**src/hdl/tcpfm_pkg.sv**
```systemverilog
`timescale 1ns / 1ps
`default_nettype none
// ----------------------------------------------------------------------------
// Phase and frequency meter package
// Shared widths, codes, reset values and types for the two-channel meter.
// ----------------------------------------------------------------------------
package tcpfm_pkg;

	localparam int STAMP_W    = 16;
	localparam int CLK_W      = 28;
	localparam int PRESC_W    = 16;
	localparam int FREQ_W     = 36;
	localparam int PHASE_W    = 16;
	localparam int COUNT_W    = 17;
	localparam int OVF_W      = 8;
	localparam int CFG_DATA_W = 28;
	localparam int CFG_IDX_W  = 2;

	// Serial divider geometry: 36-bit dividend, 34-bit divisor.
	localparam int DIV_N_W   = 36;
	localparam int DIV_D_W   = 34;
	localparam int DIV_CNT_W = $clog2(DIV_N_W + 1);

	localparam logic [OVF_W-1:0]   OVF_LIMIT   = OVF_W'(10);
	localparam logic [OVF_W-1:0]   OVF_MAX     = '1;
	localparam logic [15:0]        PHASE_SCALE = 16'd46080;
	localparam logic [PHASE_W-1:0] PHASE_MAX   = '1;
	localparam logic [FREQ_W-1:0]  FREQ_MAX    = '1;

	localparam logic [CLK_W-1:0]   CLK_RESET   = CLK_W'(84000000);
	localparam logic [PRESC_W-1:0] PRESC_RESET = '0;
	localparam logic [STAMP_W-1:0] TOP_RESET   = '1;

	localparam logic [CFG_IDX_W-1:0] REG_TIMER_CLOCK = 2'd0;
	localparam logic [CFG_IDX_W-1:0] REG_PRESCALER   = 2'd1;
	localparam logic [CFG_IDX_W-1:0] REG_COUNTER_TOP = 2'd2;

	typedef enum logic [1:0] {
		REQ_ARM  = 2'd0,
		REQ_REF  = 2'd1,
		REQ_SIG  = 2'd2,
		REQ_TICK = 2'd3
	} req_type_t;

	typedef enum logic [2:0] {
		ST_IDLE = 3'd0,
		ST_MUL  = 3'd1,
		ST_LOAD = 3'd2,
		ST_DIV  = 3'd3,
		ST_FIN  = 3'd4
	} state_t;

endpackage : tcpfm_pkg
`default_nettype wire

```
**src/hdl/tcpfm_req_if.sv**
```systemverilog
`timescale 1ns / 1ps
`default_nettype none
// ----------------------------------------------------------------------------
// Capture request channel
// Valid/ready channel that carries one timer event per request.
// ----------------------------------------------------------------------------
interface tcpfm_req_if import tcpfm_pkg::*; ();
	logic               valid;
	logic               ready;
	logic [1:0]         req_type;
	logic [STAMP_W-1:0] capture_value;

	modport source (output valid, output req_type, output capture_value, input ready);
	modport sink   (input valid, input req_type, input capture_value, output ready);
endinterface : tcpfm_req_if
`default_nettype wire

```
**src/hdl/tcpfm_res_if.sv**
```systemverilog
`timescale 1ns / 1ps
`default_nettype none
// ----------------------------------------------------------------------------
// Measurement result channel
// Valid/ready channel that carries one completed measurement per request.
// ----------------------------------------------------------------------------
interface tcpfm_res_if import tcpfm_pkg::*; ();
	logic               valid;
	logic               ready;
	logic [FREQ_W-1:0]  frequency_q8;
	logic [PHASE_W-1:0] phase_q7;
	logic [COUNT_W-1:0] period_count;
	logic [COUNT_W-1:0] delay_count;
	logic               period_zero;

	modport source (output valid, output frequency_q8, output phase_q7,
		output period_count, output delay_count, output period_zero, input ready);
	modport sink   (input valid, input frequency_q8, input phase_q7,
		input period_count, input delay_count, input period_zero, output ready);
endinterface : tcpfm_res_if
`default_nettype wire

```
**src/hdl/tcpfm_div.sv**
```systemverilog
`timescale 1ns / 1ps
`default_nettype none
// ----------------------------------------------------------------------------
// Serial restoring divider
// Produces one quotient bit per cycle; done pulses after the last bit.
// ----------------------------------------------------------------------------
module tcpfm_div import tcpfm_pkg::*; (
	input  wire logic               clk,
	input  wire logic               arst_n,
	input  wire logic               start,
	input  wire logic [DIV_N_W-1:0] dividend,
	input  wire logic [DIV_D_W-1:0] divisor,
	output logic [DIV_N_W-1:0]      quotient,
	output logic                    done
);

	logic [DIV_N_W-1:0]   quo_q;
	logic [DIV_D_W-1:0]   rem_q;
	logic [DIV_D_W-1:0]   dsr_q;
	logic [DIV_CNT_W-1:0] cnt_q;
	logic                 busy_q;
	logic                 done_q;
	logic [DIV_D_W:0]     rem_shift;
	logic [DIV_D_W+1:0]   trial;
	logic                 borrow;

	always_comb begin
		rem_shift = {rem_q, quo_q[DIV_N_W-1]};
		trial     = {1'b0, rem_shift} - {2'b00, dsr_q};
		borrow    = trial[DIV_D_W+1];
	end

	always_ff @(posedge clk or negedge arst_n) begin
		if (!arst_n) begin
			busy_q <= 1'b0;
			done_q <= 1'b0;
			cnt_q  <= '0;
		end else begin
			done_q <= 1'b0;
			if (start) begin
				busy_q <= 1'b1;
				cnt_q  <= '0;
			end else if (busy_q) begin
				cnt_q <= cnt_q + DIV_CNT_W'(1);
				if (cnt_q == DIV_CNT_W'(DIV_N_W - 1)) begin
					busy_q <= 1'b0;
					done_q <= 1'b1;
				end
			end
		end
	end

	always_ff @(posedge clk) begin
		if (start) begin
			quo_q <= dividend;
			rem_q <= '0;
			dsr_q <= divisor;
		end else if (busy_q) begin
			quo_q <= {quo_q[DIV_N_W-2:0], ~borrow};
			rem_q <= borrow ? rem_shift[DIV_D_W-1:0] : trial[DIV_D_W-1:0];
		end
	end

	assign quotient = quo_q;
	assign done     = done_q;

endmodule : tcpfm_div
`default_nettype wire

```
**src/hdl/two_channel_phase_frequency_meter_unit.sv**
```systemverilog
`timescale 1ns / 1ps
`default_nettype none
// Arm, overflow tick and edge requests that do not complete a measurement are handled in idle.
// An edge that completes a measurement is followed by a multiply, a divider load, 36 steps in
// the bit-serial dividers and then the result hand-off before the next request is taken.
// The result sits in its own output register, so a new request is taken while it waits.
// Reset (arst_n low) clears the control state, but not the datapath registers, and
// loads the configuration registers with their defaults.
// ----------------------------------------------------------------------------
// Two-channel phase and frequency meter
// Pairs reference and signal capture stamps, then derives frequency and phase.
// ----------------------------------------------------------------------------
module two_channel_phase_frequency_meter_unit import tcpfm_pkg::*; (
	input  wire logic                  clk,
	input  wire logic                  arst_n,
	input  wire logic                  wr_en,
	input  wire logic [CFG_IDX_W-1:0]  wr_index,
	input  wire logic [CFG_DATA_W-1:0] wr_data,
	tcpfm_req_if.sink                  capture,
	tcpfm_res_if.source                result
);

	// Wrap-aware difference of two stamps against a modulus of top plus one. A stamp that
	// lies beyond the modulus can make the correction negative; it is clamped to zero.
	function automatic logic [COUNT_W-1:0] wrap_diff(
		input logic [STAMP_W-1:0] newer,
		input logic [STAMP_W-1:0] older,
		input logic [STAMP_W-1:0] top
	);
		logic [COUNT_W-1:0] modulus;
		logic [COUNT_W-1:0] gap;
		modulus = {1'b0, top} + COUNT_W'(1);
		gap     = {1'b0, older} - {1'b0, newer};
		if (newer >= older)
			return {1'b0, newer} - {1'b0, older};
		else if (gap > modulus)
			return '0;
		else
			return modulus - gap;
	endfunction

	// Configuration registers.
	logic [CLK_W-1:0]   timer_clock_q;
	logic [PRESC_W-1:0] prescaler_q;
	logic [STAMP_W-1:0] top_q;

	// Measurement state.
	state_t             state_q, state_n;
	logic               armed_q;
	logic               have_ref_q;
	logic               have_sig_q;
	logic [STAMP_W-1:0] ref_stamp_q;
	logic [STAMP_W-1:0] sig_stamp_q;
	logic [STAMP_W-1:0] prev_stamp_q;
	logic [OVF_W-1:0]   ovf_q;

	// Working registers of one measurement.
	logic [COUNT_W-1:0] period_q;
	logic [COUNT_W-1:0] delay_q;
	logic               zero_q;
	logic [DIV_D_W-1:0] freq_den_q;
	logic [32:0]        phase_num_q;

	// Output register.
	logic               out_valid_q;
	logic [FREQ_W-1:0]  freq_q;
	logic [PHASE_W-1:0] phase_q;
	logic [COUNT_W-1:0] period_out_q;
	logic [COUNT_W-1:0] delay_out_q;
	logic               zero_out_q;

	// Request decode and pairing logic.
	req_type_t          req;
	logic               accept;
	logic               ev_ref;
	logic               ev_sig;
	logic               complete;
	logic [STAMP_W-1:0] ref_new;
	logic [STAMP_W-1:0] sig_new;
	logic [COUNT_W-1:0] period_n;
	logic [COUNT_W-1:0] delay_n;
	logic [OVF_W-1:0]   ovf_inc;

	// Control from the sequencer.
	logic               div_start;
	logic               out_load;

	// Divider results.
	logic [DIV_N_W-1:0] freq_quo;
	logic [DIV_N_W-1:0] phase_quo;
	logic               freq_done;
	logic               phase_done;
	logic [PHASE_W-1:0] phase_sat;

	assign req    = req_type_t'(capture.req_type);
	assign accept = capture.valid && capture.ready;

	always_comb begin
		ev_ref   = accept && armed_q && (req == REQ_REF);
		ev_sig   = accept && armed_q && (req == REQ_SIG);
		complete = (ev_ref || ev_sig) && (have_ref_q || ev_ref) && (have_sig_q || ev_sig);
		ref_new  = ev_ref ? capture.capture_value : ref_stamp_q;
		sig_new  = ev_sig ? capture.capture_value : sig_stamp_q;
		period_n = wrap_diff(ref_new, prev_stamp_q, top_q);
		delay_n  = wrap_diff(sig_new, ref_new, top_q);
		ovf_inc  = (ovf_q == OVF_MAX) ? ovf_q : ovf_q + OVF_W'(1);
	end

	// Sequencer: plain requests are handled in idle; a completed pair walks through
	// multiply, divider load, division and the hand-off to the output register.
	always_ff @(posedge clk or negedge arst_n) begin
		if (!arst_n)
			state_q <= ST_IDLE;
		else
			state_q <= state_n;
	end

	always_comb begin
		state_n       = state_q;
		div_start     = 1'b0;
		out_load      = 1'b0;
		capture.ready = 1'b0;
		unique case (state_q)
			ST_IDLE: begin
				capture.ready = 1'b1;
				if (complete)
					state_n = ST_MUL;
			end
			ST_MUL: begin
				state_n = ST_LOAD;
			end
			ST_LOAD: begin
				div_start = 1'b1;
				state_n   = ST_DIV;
			end
			ST_DIV: begin
				if (freq_done)
					state_n = ST_FIN;
			end
			ST_FIN: begin
				if (!out_valid_q || result.ready) begin
					out_load = 1'b1;
					state_n  = ST_IDLE;
				end
			end
			default: begin
				state_n = ST_IDLE;
			end
		endcase
	end

	// Configuration writes; an index beyond the register list is ignored.
	always_ff @(posedge clk or negedge arst_n) begin
		if (!arst_n) begin
			timer_clock_q <= CLK_RESET;
			prescaler_q   <= PRESC_RESET;
			top_q         <= TOP_RESET;
		end else if (wr_en) begin
			unique case (wr_index)
				REG_TIMER_CLOCK: timer_clock_q <= wr_data[CLK_W-1:0];
				REG_PRESCALER:   prescaler_q   <= wr_data[PRESC_W-1:0];
				REG_COUNTER_TOP: top_q         <= wr_data[STAMP_W-1:0];
				default: begin
				end
			endcase
		end
	end

	// Arm, tick and edge handling. Overflow ticks count whether armed or not, and more
	// than ten of them disarm. Edges are only kept while armed. The pairing flags and the
	// previous reference stamp survive arm and disarm.
	always_ff @(posedge clk or negedge arst_n) begin
		if (!arst_n) begin
			armed_q      <= 1'b0;
			have_ref_q   <= 1'b0;
			have_sig_q   <= 1'b0;
			ref_stamp_q  <= '0;
			sig_stamp_q  <= '0;
			prev_stamp_q <= '0;
			ovf_q        <= '0;
		end else if (accept) begin
			unique case (req)
				REQ_ARM: begin
					armed_q <= 1'b1;
					ovf_q   <= '0;
				end
				REQ_TICK: begin
					ovf_q <= ovf_inc;
					if (ovf_inc > OVF_LIMIT)
						armed_q <= 1'b0;
				end
				REQ_REF, REQ_SIG: begin
					if (ev_ref)
						ref_stamp_q <= capture.capture_value;
					if (ev_sig)
						sig_stamp_q <= capture.capture_value;
					if (complete) begin
						have_ref_q   <= 1'b0;
						have_sig_q   <= 1'b0;
						prev_stamp_q <= ref_new;
						armed_q      <= 1'b0;
					end else begin
						have_ref_q <= have_ref_q || ev_ref;
						have_sig_q <= have_sig_q || ev_sig;
					end
				end
				default: begin
				end
			endcase
		end
	end

	// Period and delay are captured with the completing edge; the products that feed
	// the dividers are formed in the cycle after, in the multiply state.
	always_ff @(posedge clk) begin
		if (complete) begin
			period_q <= period_n;
			delay_q  <= delay_n;
			zero_q   <= (period_n == '0);
		end
		if (state_q == ST_MUL) begin
			freq_den_q  <= DIV_D_W'((COUNT_W'(prescaler_q) + COUNT_W'(1)))
				* DIV_D_W'(period_q);
			phase_num_q <= 33'(delay_q) * 33'(PHASE_SCALE);
		end
	end

	// Frequency: timer clock in Q.8 divided by (prescaler + 1) * period.
	tcpfm_div u_freq_div (
		.clk      (clk),
		.arst_n   (arst_n),
		.start    (div_start),
		.dividend ({timer_clock_q, 8'h00}),
		.divisor  (freq_den_q),
		.quotient (freq_quo),
		.done     (freq_done)
	);

	// Phase: delay * 46080 / period, which is degrees in 1/128 steps.
	tcpfm_div u_phase_div (
		.clk      (clk),
		.arst_n   (arst_n),
		.start    (div_start),
		.dividend (DIV_N_W'(phase_num_q)),
		.divisor  (DIV_D_W'(period_q)),
		.quotient (phase_quo),
		.done     (phase_done)
	);

	assign phase_sat = (phase_quo[DIV_N_W-1:PHASE_W] != '0) ? PHASE_MAX
		: phase_quo[PHASE_W-1:0];

	// Output register. A zero period saturates both quotients and raises the flag.
	always_ff @(posedge clk or negedge arst_n) begin
		if (!arst_n)
			out_valid_q <= 1'b0;
		else if (out_load)
			out_valid_q <= 1'b1;
		else if (result.ready)
			out_valid_q <= 1'b0;
	end

	always_ff @(posedge clk) begin
		if (out_load) begin
			freq_q       <= zero_q ? FREQ_MAX : freq_quo;
			phase_q      <= zero_q ? PHASE_MAX : phase_sat;
			period_out_q <= period_q;
			delay_out_q  <= delay_q;
			zero_out_q   <= zero_q;
		end
	end

	assign result.valid        = out_valid_q;
	assign result.frequency_q8 = freq_q;
	assign result.phase_q7     = phase_q;
	assign result.period_count = period_out_q;
	assign result.delay_count  = delay_out_q;
	assign result.period_zero  = zero_out_q;

	// Both dividers start together and run the same number of steps.
	a_div_lockstep: assert property (@(posedge clk) disable iff (!arst_n)
		freq_done == phase_done)
		else $error("dividers out of step");

	// The dividers only finish while the sequencer waits on them.
	a_done_in_div: assert property (@(posedge clk) disable iff (!arst_n)
		freq_done |-> state_q == ST_DIV)
		else $error("divider finished outside the divide state");

	// A completing edge moves the sequencer on and leaves the block disarmed.
	a_complete_disarms: assert property (@(posedge clk) disable iff (!arst_n)
		complete |=> (state_q == ST_MUL) && !armed_q)
		else $error("completed measurement did not disarm");

	// Too many overflows and armed never coexist.
	a_ovf_disarmed: assert property (@(posedge clk) disable iff (!arst_n)
		(ovf_q > OVF_LIMIT) |-> !armed_q)
		else $error("armed after overflow limit");

	// A zero period always reports saturated quotients.
	a_zero_saturates: assert property (@(posedge clk) disable iff (!arst_n)
		(out_valid_q && zero_out_q) |-> (freq_q == FREQ_MAX) && (phase_q == PHASE_MAX))
		else $error("zero period result not saturated");

endmodule : two_channel_phase_frequency_meter_unit
`default_nettype wire
```
**src/flat_wrapper.sv**
```systemverilog
// flat-port wrapper written by rule: the top's interface ports become plain ports
module two_channel_phase_frequency_meter_unit_flat import tcpfm_pkg::*;
  (clk, arst_n, wr_en, wr_index, wr_data, capture_valid, capture_req_type, capture_capture_value, capture_ready, result_valid, result_frequency_q8, result_phase_q7, result_period_count, result_delay_count, result_period_zero, result_ready);
  tcpfm_req_if capture_i ();
  tcpfm_res_if result_i ();
  input  wire logic clk;
  input  wire logic arst_n;
  input  wire logic wr_en;
  input  wire logic [CFG_IDX_W-1:0] wr_index;
  input  wire logic [CFG_DATA_W-1:0] wr_data;
  input wire logic [$bits(capture_i.valid)-1:0] capture_valid;
  input wire logic [$bits(capture_i.req_type)-1:0] capture_req_type;
  input wire logic [$bits(capture_i.capture_value)-1:0] capture_capture_value;
  output wire logic [$bits(capture_i.ready)-1:0] capture_ready;
  output wire logic [$bits(result_i.valid)-1:0] result_valid;
  output wire logic [$bits(result_i.frequency_q8)-1:0] result_frequency_q8;
  output wire logic [$bits(result_i.phase_q7)-1:0] result_phase_q7;
  output wire logic [$bits(result_i.period_count)-1:0] result_period_count;
  output wire logic [$bits(result_i.delay_count)-1:0] result_delay_count;
  output wire logic [$bits(result_i.period_zero)-1:0] result_period_zero;
  input wire logic [$bits(result_i.ready)-1:0] result_ready;
  assign capture_i.valid = capture_valid;
  assign capture_i.req_type = capture_req_type;
  assign capture_i.capture_value = capture_capture_value;
  assign capture_ready = capture_i.ready;
  assign result_valid = result_i.valid;
  assign result_frequency_q8 = result_i.frequency_q8;
  assign result_phase_q7 = result_i.phase_q7;
  assign result_period_count = result_i.period_count;
  assign result_delay_count = result_i.delay_count;
  assign result_period_zero = result_i.period_zero;
  assign result_i.ready = result_ready;
  two_channel_phase_frequency_meter_unit u_core (.clk(clk), .arst_n(arst_n), .wr_en(wr_en), .wr_index(wr_index), .wr_data(wr_data), .capture(capture_i), .result(result_i));
endmodule
```
**config.mk**
```make
export PLATFORM = sky130hd
export DESIGN_NAME = two_channel_phase_frequency_meter_unit_flat
export DESIGN_NICKNAME = d
export VERILOG_FILES = /design/src/hdl/tcpfm_pkg.sv /design/src/hdl/tcpfm_req_if.sv /design/src/hdl/tcpfm_res_if.sv /design/src/hdl/tcpfm_div.sv /design/src/hdl/two_channel_phase_frequency_meter_unit.sv /design/src/flat_wrapper.sv
export SDC_FILE = /design/constraint.sdc
export NUM_CORES = 2
export LEC_CHECK = 0
export ABC_AREA = 1
export BUFFER_PORTS_ARGS = -buffer_cell sky130_fd_sc_hd__buf_2
export CORE_ASPECT_RATIO = 0.9
export CORE_UTILIZATION = 55
export CTS_CLUSTER_SIZE = 25
export DETAILED_ROUTE_END_ITERATION = 10
export PLACE_DENSITY = 0.72
export SYNTH_ARGS = -nofsm -noshare
export SYNTH_HDL_FRONTEND = slang
export SYNTH_SLANG_ARGS = --single-unit
```
**constraint.sdc**
```tcl
create_clock -name clk -period 7.84 [get_ports clk]
set_clock_uncertainty 0.05 [all_clocks]
set_input_delay 0.392 -clock clk [delete_from_list [all_inputs] [get_ports clk]]
set_output_delay 0.392 -clock clk [all_outputs]
set_load 0.1 [all_outputs]
```
======== Yosys cells after proc, flatten, opt, wreduce, memory -nomap -nowiden ========
Index checks and enable logic that the tools add are counted.
word-level totals
  output and inout bits ................... 89
  word-level logic and storage cells ...... 147
  bits in registers ....................... 508
operators by class
  equality and inequality tests ........... 17
  muxes and demuxes ....................... 42
  bitwise operators ....................... 2
  $lt $le $gt $ge ......................... 5
  multiply operators ...................... 2
  reductions and logical operators ........ 30
  $add $sub $neg .......................... 13
operators by type and width
  cell                                                number
  2-to-1 mux 36 bit                                   2
  2-to-1 mux 17 bit                                   4
  2-to-1 mux 34 bit                                   2
  subtractor 16 x 16 -> 17 bit                        4
  2-to-1 mux 33 bit                                   2
  subtractor 35 x 17 -> 36 bit                        1
  subtractor 35 x 34 -> 36 bit                        1
  adder 16 x 1 -> 17 bit, second input constant       2
  greater-than comparator 17 bit                      2
  multiplier 34 x 17 -> 34 bit                        1
  subtractor 17 bit                                   2
  >= comparator 16 bit                                2
  2-to-1 mux 16 bit                                   2
  2-to-1 mux 6 bit                                    4
  multiplier 17 x 6 -> 23 bit, second input constant  1
  nonzero test 20 bit                                 1
  2-to-1 mux 1 bit                                    19
  zero test 17 bit                                    1
  case mux 8 bit (2 select lines)                     1
  case mux 3 bit (5 select lines)                     1
  adder 6 x 1 -> 6 bit, second input constant         2
  == test 6 bit, second input constant                2
  AND reduction 2 bit                                 5
  2-to-1 mux 3 bit                                    3
  other kinds (21)                                    44

======== Logic depth before layout (Yosys ltp) ========
  depth in word-level cells ............... 11
  depth in mapped cells ................... 36

======== Modules after synthesis ========
From an unflattened synthesis, not the netlist that was laid out.
unflattened totals
  cell total of the unflattened synthesis .. 5423
  area total of the unflattened synthesis .. 43151.4 µm²
by module, submodules not included
  module                                  instances  cells each  area an instance (µm²)
  two_channel_phase_frequency_meter_unit  1          3395        28707.5
  tcpfm_div                               2          1014        7221.9

======== Least setup slack after synthesis ========
No wires, ideal clock.
  path kind ............................... register -> register
  start point ............................. register u_core.prescaler_q[0]
  end point ............................... register u_core.freq_den_q[30] (data pin)
  path buffers ............................ 0
  data arrival time ....................... 6515 ps
  library setup time ...................... 262 ps
  period minus slack after synthesis ...... 6827 ps
  cell stages (with the launch flop) ...... 31
  setup slack ............................. 1013 ps
  cells stage by stage .................... dfrtp_1 ha_1 nand4_1 nor2_1 nand2_1 nor2_1 inv_1 nor2_1 inv_1 nor2_1 xor2_1 inv_1 nand2_1 fa_1 fa_1 inv_1 fa_1 fa_1 fa_1 inv_1 fa_1 inv_1 ha_1 nand2_1 nor4_1 nand2_1 o211ai_1 nand3_1 nand2_1 a21oi_1 xor2_1
between the ends
  longest elaborated chain between the ends .. 2
ends and longest elaborated chain
  element                       line                                           text
  from (decl)                   two_channel_phase_frequency_meter_unit.sv:44   logic [PRESC_W-1:0] prescaler_q;
  from (signal assigned)        two_channel_phase_frequency_meter_unit.sv:161  REG_PRESCALER: prescaler_q <= wr_data[PRESC_W-1:0];
  adder 16 x 1 -> 17 bit        two_channel_phase_frequency_meter_unit.sv:222  freq_den_q <= DIV_D_W'((COUNT_W'(prescaler_q) + COUNT_W'(1)))
  multiplier 34 x 17 -> 34 bit  two_channel_phase_frequency_meter_unit.sv:223  * DIV_D_W'(period_q);
  to (signal assigned)          two_channel_phase_frequency_meter_unit.sv:222
  to (decl)                     two_channel_phase_frequency_meter_unit.sv:61   logic [DIV_D_W-1:0] freq_den_q;
No other way between the ends.
A chain may end at the register's enable or synchronous reset.

======== Final worst setup path ========
  start point ............................. register u_core.prescaler_q[0]
  end point ............................... register u_core.freq_den_q[33] (data pin)
Same word-level chain as after synthesis.

==> impl_metrics.ini <==
[run_status]
status = finished clean

[worst_setup_path]
r2r_cells = 30
reg2reg_slack_ns = 0.49
timing_worst_setup_path_type = reg2reg
crit_required_ns = 8.15
cp-endpoint = u_core.freq_den_q[33]
startpoint = u_core.prescaler_q[0]
critPathArrivalTime_ns = 7.66
r2r-end = u_core.freq_den_q[33]
rr_startpoint = u_core.prescaler_q[0]
max_stage_delay_ns = 0.55
crit_fanout = 11
endpoint_kind = flip-flop
crit_top_cell = inv_1
start_kind = flip-flop
cpMaxStageDelayCell = fa_1

[place]
place_hpwl_um = 85100
numPortBuffers = 141
gp_congestion = 1.00
post_dp_cell_area_um2 = 41700

[logic_synthesis]
synth_top_flop_cell = edfxtp_1
postSynthAreaPerCell_um2 = 8.32
synthCells = 4788
synth_xor_area_frac = 0.0378
synth-edff-count = 291
yosysUniqueCellTypes = 64
synthSimpleGateAreaFrac = 0.193
syn-num-nets = 5393
synthAdderAreaFrac = 0.222
yosysSeqAreaShare = 0.347
syn_area_um2 = 39800
ys_warn_count = 0
synth_top_family_by_area = adder cells
synth_compound_area_frac = 0.103
ys_ff_latch = 508
yosys-mux-area-fraction = 0.00339
async_flop_share = 0.272

[detailed_routing]
drc = 0
wl_per_cell_um = 18.4
wl_um = 109000
ant_nets = 0
first_pass_iters = 6
drtIter0Drc = 3076
vias = 32200
vias_per_cell = 5.42

[grt]
grt_max_degree = 98
grt_overflow = 0
grtUsageTotal = 0.298
grt_pass1_vias = 31000
grt_pass1_wl_um = 172000
grt_antenna_before_repair = 4

[timing]
maxSlewViolCount = 0
hold_violations = 0
setup_viol = 0
rsz0062_at_grt = no
fin_crit_ns = 7.35
fmax_ghz = 0.136
slew-limit-headroom = 0.188
fin_setup_tns_ns = 0
period_share = 0.938
worst_pin_slew_ns = 1.22

[final_layout]
fin_nets = 5535
final_cell_mix = 1,049 x nand2_1, 848 x inv_1, 390 x nor2_1
drive_gt1_frac = 0.0916
layout_commonest_cell = nand2_1
areaGrowthSynthToFinish_pct = 9.72
stdcell_area_um2 = 43700
fill_cells = 6317

[clock_network]
cts_setup_buffers = 0
clk_latency_ns = 0.63
numCtsBuffers = 54
clk_pin_slew_ns = 0.06
cts_tree = yes
hold_buffers = 14
cts_root_buf = clkbuf_16
h-tree-depth = 2
cts_buffer_depth = 3
cts.sinks = 508
cts_resized = 0

[floorplan]
die_w_um = 286
initial_core_util = 0.557
die-area_um2 = 73500
num_io_pins = 142
core_area_um2 = 71600
fp.dieH_um = 257
rows = 93

[run]
cap_viol_max_count = 0

[worst_hold_path]
hold_path.class = in2reg
hold_path.startpoint = wr_data[15]
[area by class of cell]
type / count / area (um2) / area share
multi-input cells: 3294 / 22300 / 0.511
flip-flops and latches: 508 / 13800 / 0.316
inverters: 867 / 3250 / 0.0745
clock buffers: 69 / 1540 / 0.0353
repair buffers: 205 / 1230 / 0.0281
well taps: 950 / 1190 / 0.0272
clock inverters: 33 / 355 / 0.00813
diodes: 4 / 10.0 / 0.000229
[per-stage QoR]
stage | instances | utilization | setup WS (ns) | hold slack, ns
global route | 5926 | 0.611 | 0.0262 | 0.139
global placement | 5810 | 0.582 | 0.678 | 0.351
floorplan | 4788 | - | 1.01 | 0.0464
CTS | 5926 | 0.611 | 0.497 | 0.105
detailed placement | 5810 | 0.582 | 0.539 | 0.355
finish | 5930 | 0.611 | 0.488 | 0.143
[how the worst min path moves through the flow]
stage,slack [ns],depth (start not counted),endpoint
after detailed placement,0.35,0,u_core.u_freq_div.dsr_q[11]
after global placement,0.35,0,u_core.u_freq_div.dsr_q[14]
after global routing,0.14,3,u_core.prescaler_q[10]
after CTS,0.11,3,u_core.prescaler_q[10]
final,0.14,3,u_core.prescaler_q[15]
after floorplan,0.05,0,u_core.armed_q
[routing by layer]
layer | vias up | GRT usage | share of wire
met5 | - | 0 | 0
met4 | 0 | 0.0772 | 0.026
met3 | 175 | 0.0640 | 0.10
met2 | 1356 | 0.431 | 0.41
met1 | 15000 | 0.451 | 0.46
li1 | 15600 | - | -
[cells in the mapped netlist (9+ instances only)]
cell type  count  area [um2]
a21boi_0       9        67.6
a21o_1        19         143
a21oi_1      236        1180
a22oi_1       11        82.6
a31oi_1       18         113
clkbuf_1     106         398
clkinv_1      10        37.5
dfrtp_1      113        2830
dfstp_2       25         657
dfxtp_1       79        1580
edfxtp_1     291        8740
fa_1         257        5140
ha_1         295        3690
inv_1        848        3180
inv_2          9        33.8
mux2_2        12         135
nand2_1     1049        3940
nand2_2       38         238
nand2_4       11         124
nand3_1      150         751
nand4_1       35         219
nor2_1       396        1490
nor3_1        50         250
nor4_1        11        68.8
o211ai_1      18         135
o21ai_0      341        1710
o21ai_2       13         114
o21bai_1      19         143
o22ai_1       24         150
or2_2         31         194
xnor2_1       55         482
xor2_1       117        1020
[critical path, delay by kind of cell, from the launching register on]
family,cells,cell delay (ns)
AND/OR/NAND/NOR,10,1.68
adder cells (fa/ha/maj),7,3.31
buffers and inverters,8,0.75
AO/OA/AOI/OAI,4,0.73
XOR/XNOR,1,0.16
flip-flops,1,0.39
[cell families (layout without fill, tap and decap cells)]
| logic type | after synthesis | in the layout |
|---|---|---|
| simple gates | 1816 | 1816 |
| buf+inv | 986 | 1174 |
| compound gates | 742 | 742 |
| fa+ha+maj | 552 | 552 |
| flops | 508 | 508 |
| xor+xnor | 172 | 172 |
| mux | 12 | 12 |
| other cells | 0 | 4 |
[registers in the layout, summed over array words and instances, names as in the netlist, 23 cells and up]
signal and cells:
u_core.result.frequency_q8 36, u_core.u_freq_div.quotient 36, u_core.u_phase_div.quotient 36, u_core.freq_den_q 34
u_core.u_freq_div.dsr_q 34, u_core.u_freq_div.rem_q 34, u_core.u_phase_div.rem_q 34, u_core.timer_clock_q 28
u_core.phase_num_q 23
Power is not shown: default switching activity piles up to over one toggle a cycle in this logic, so the estimate is an artifact.
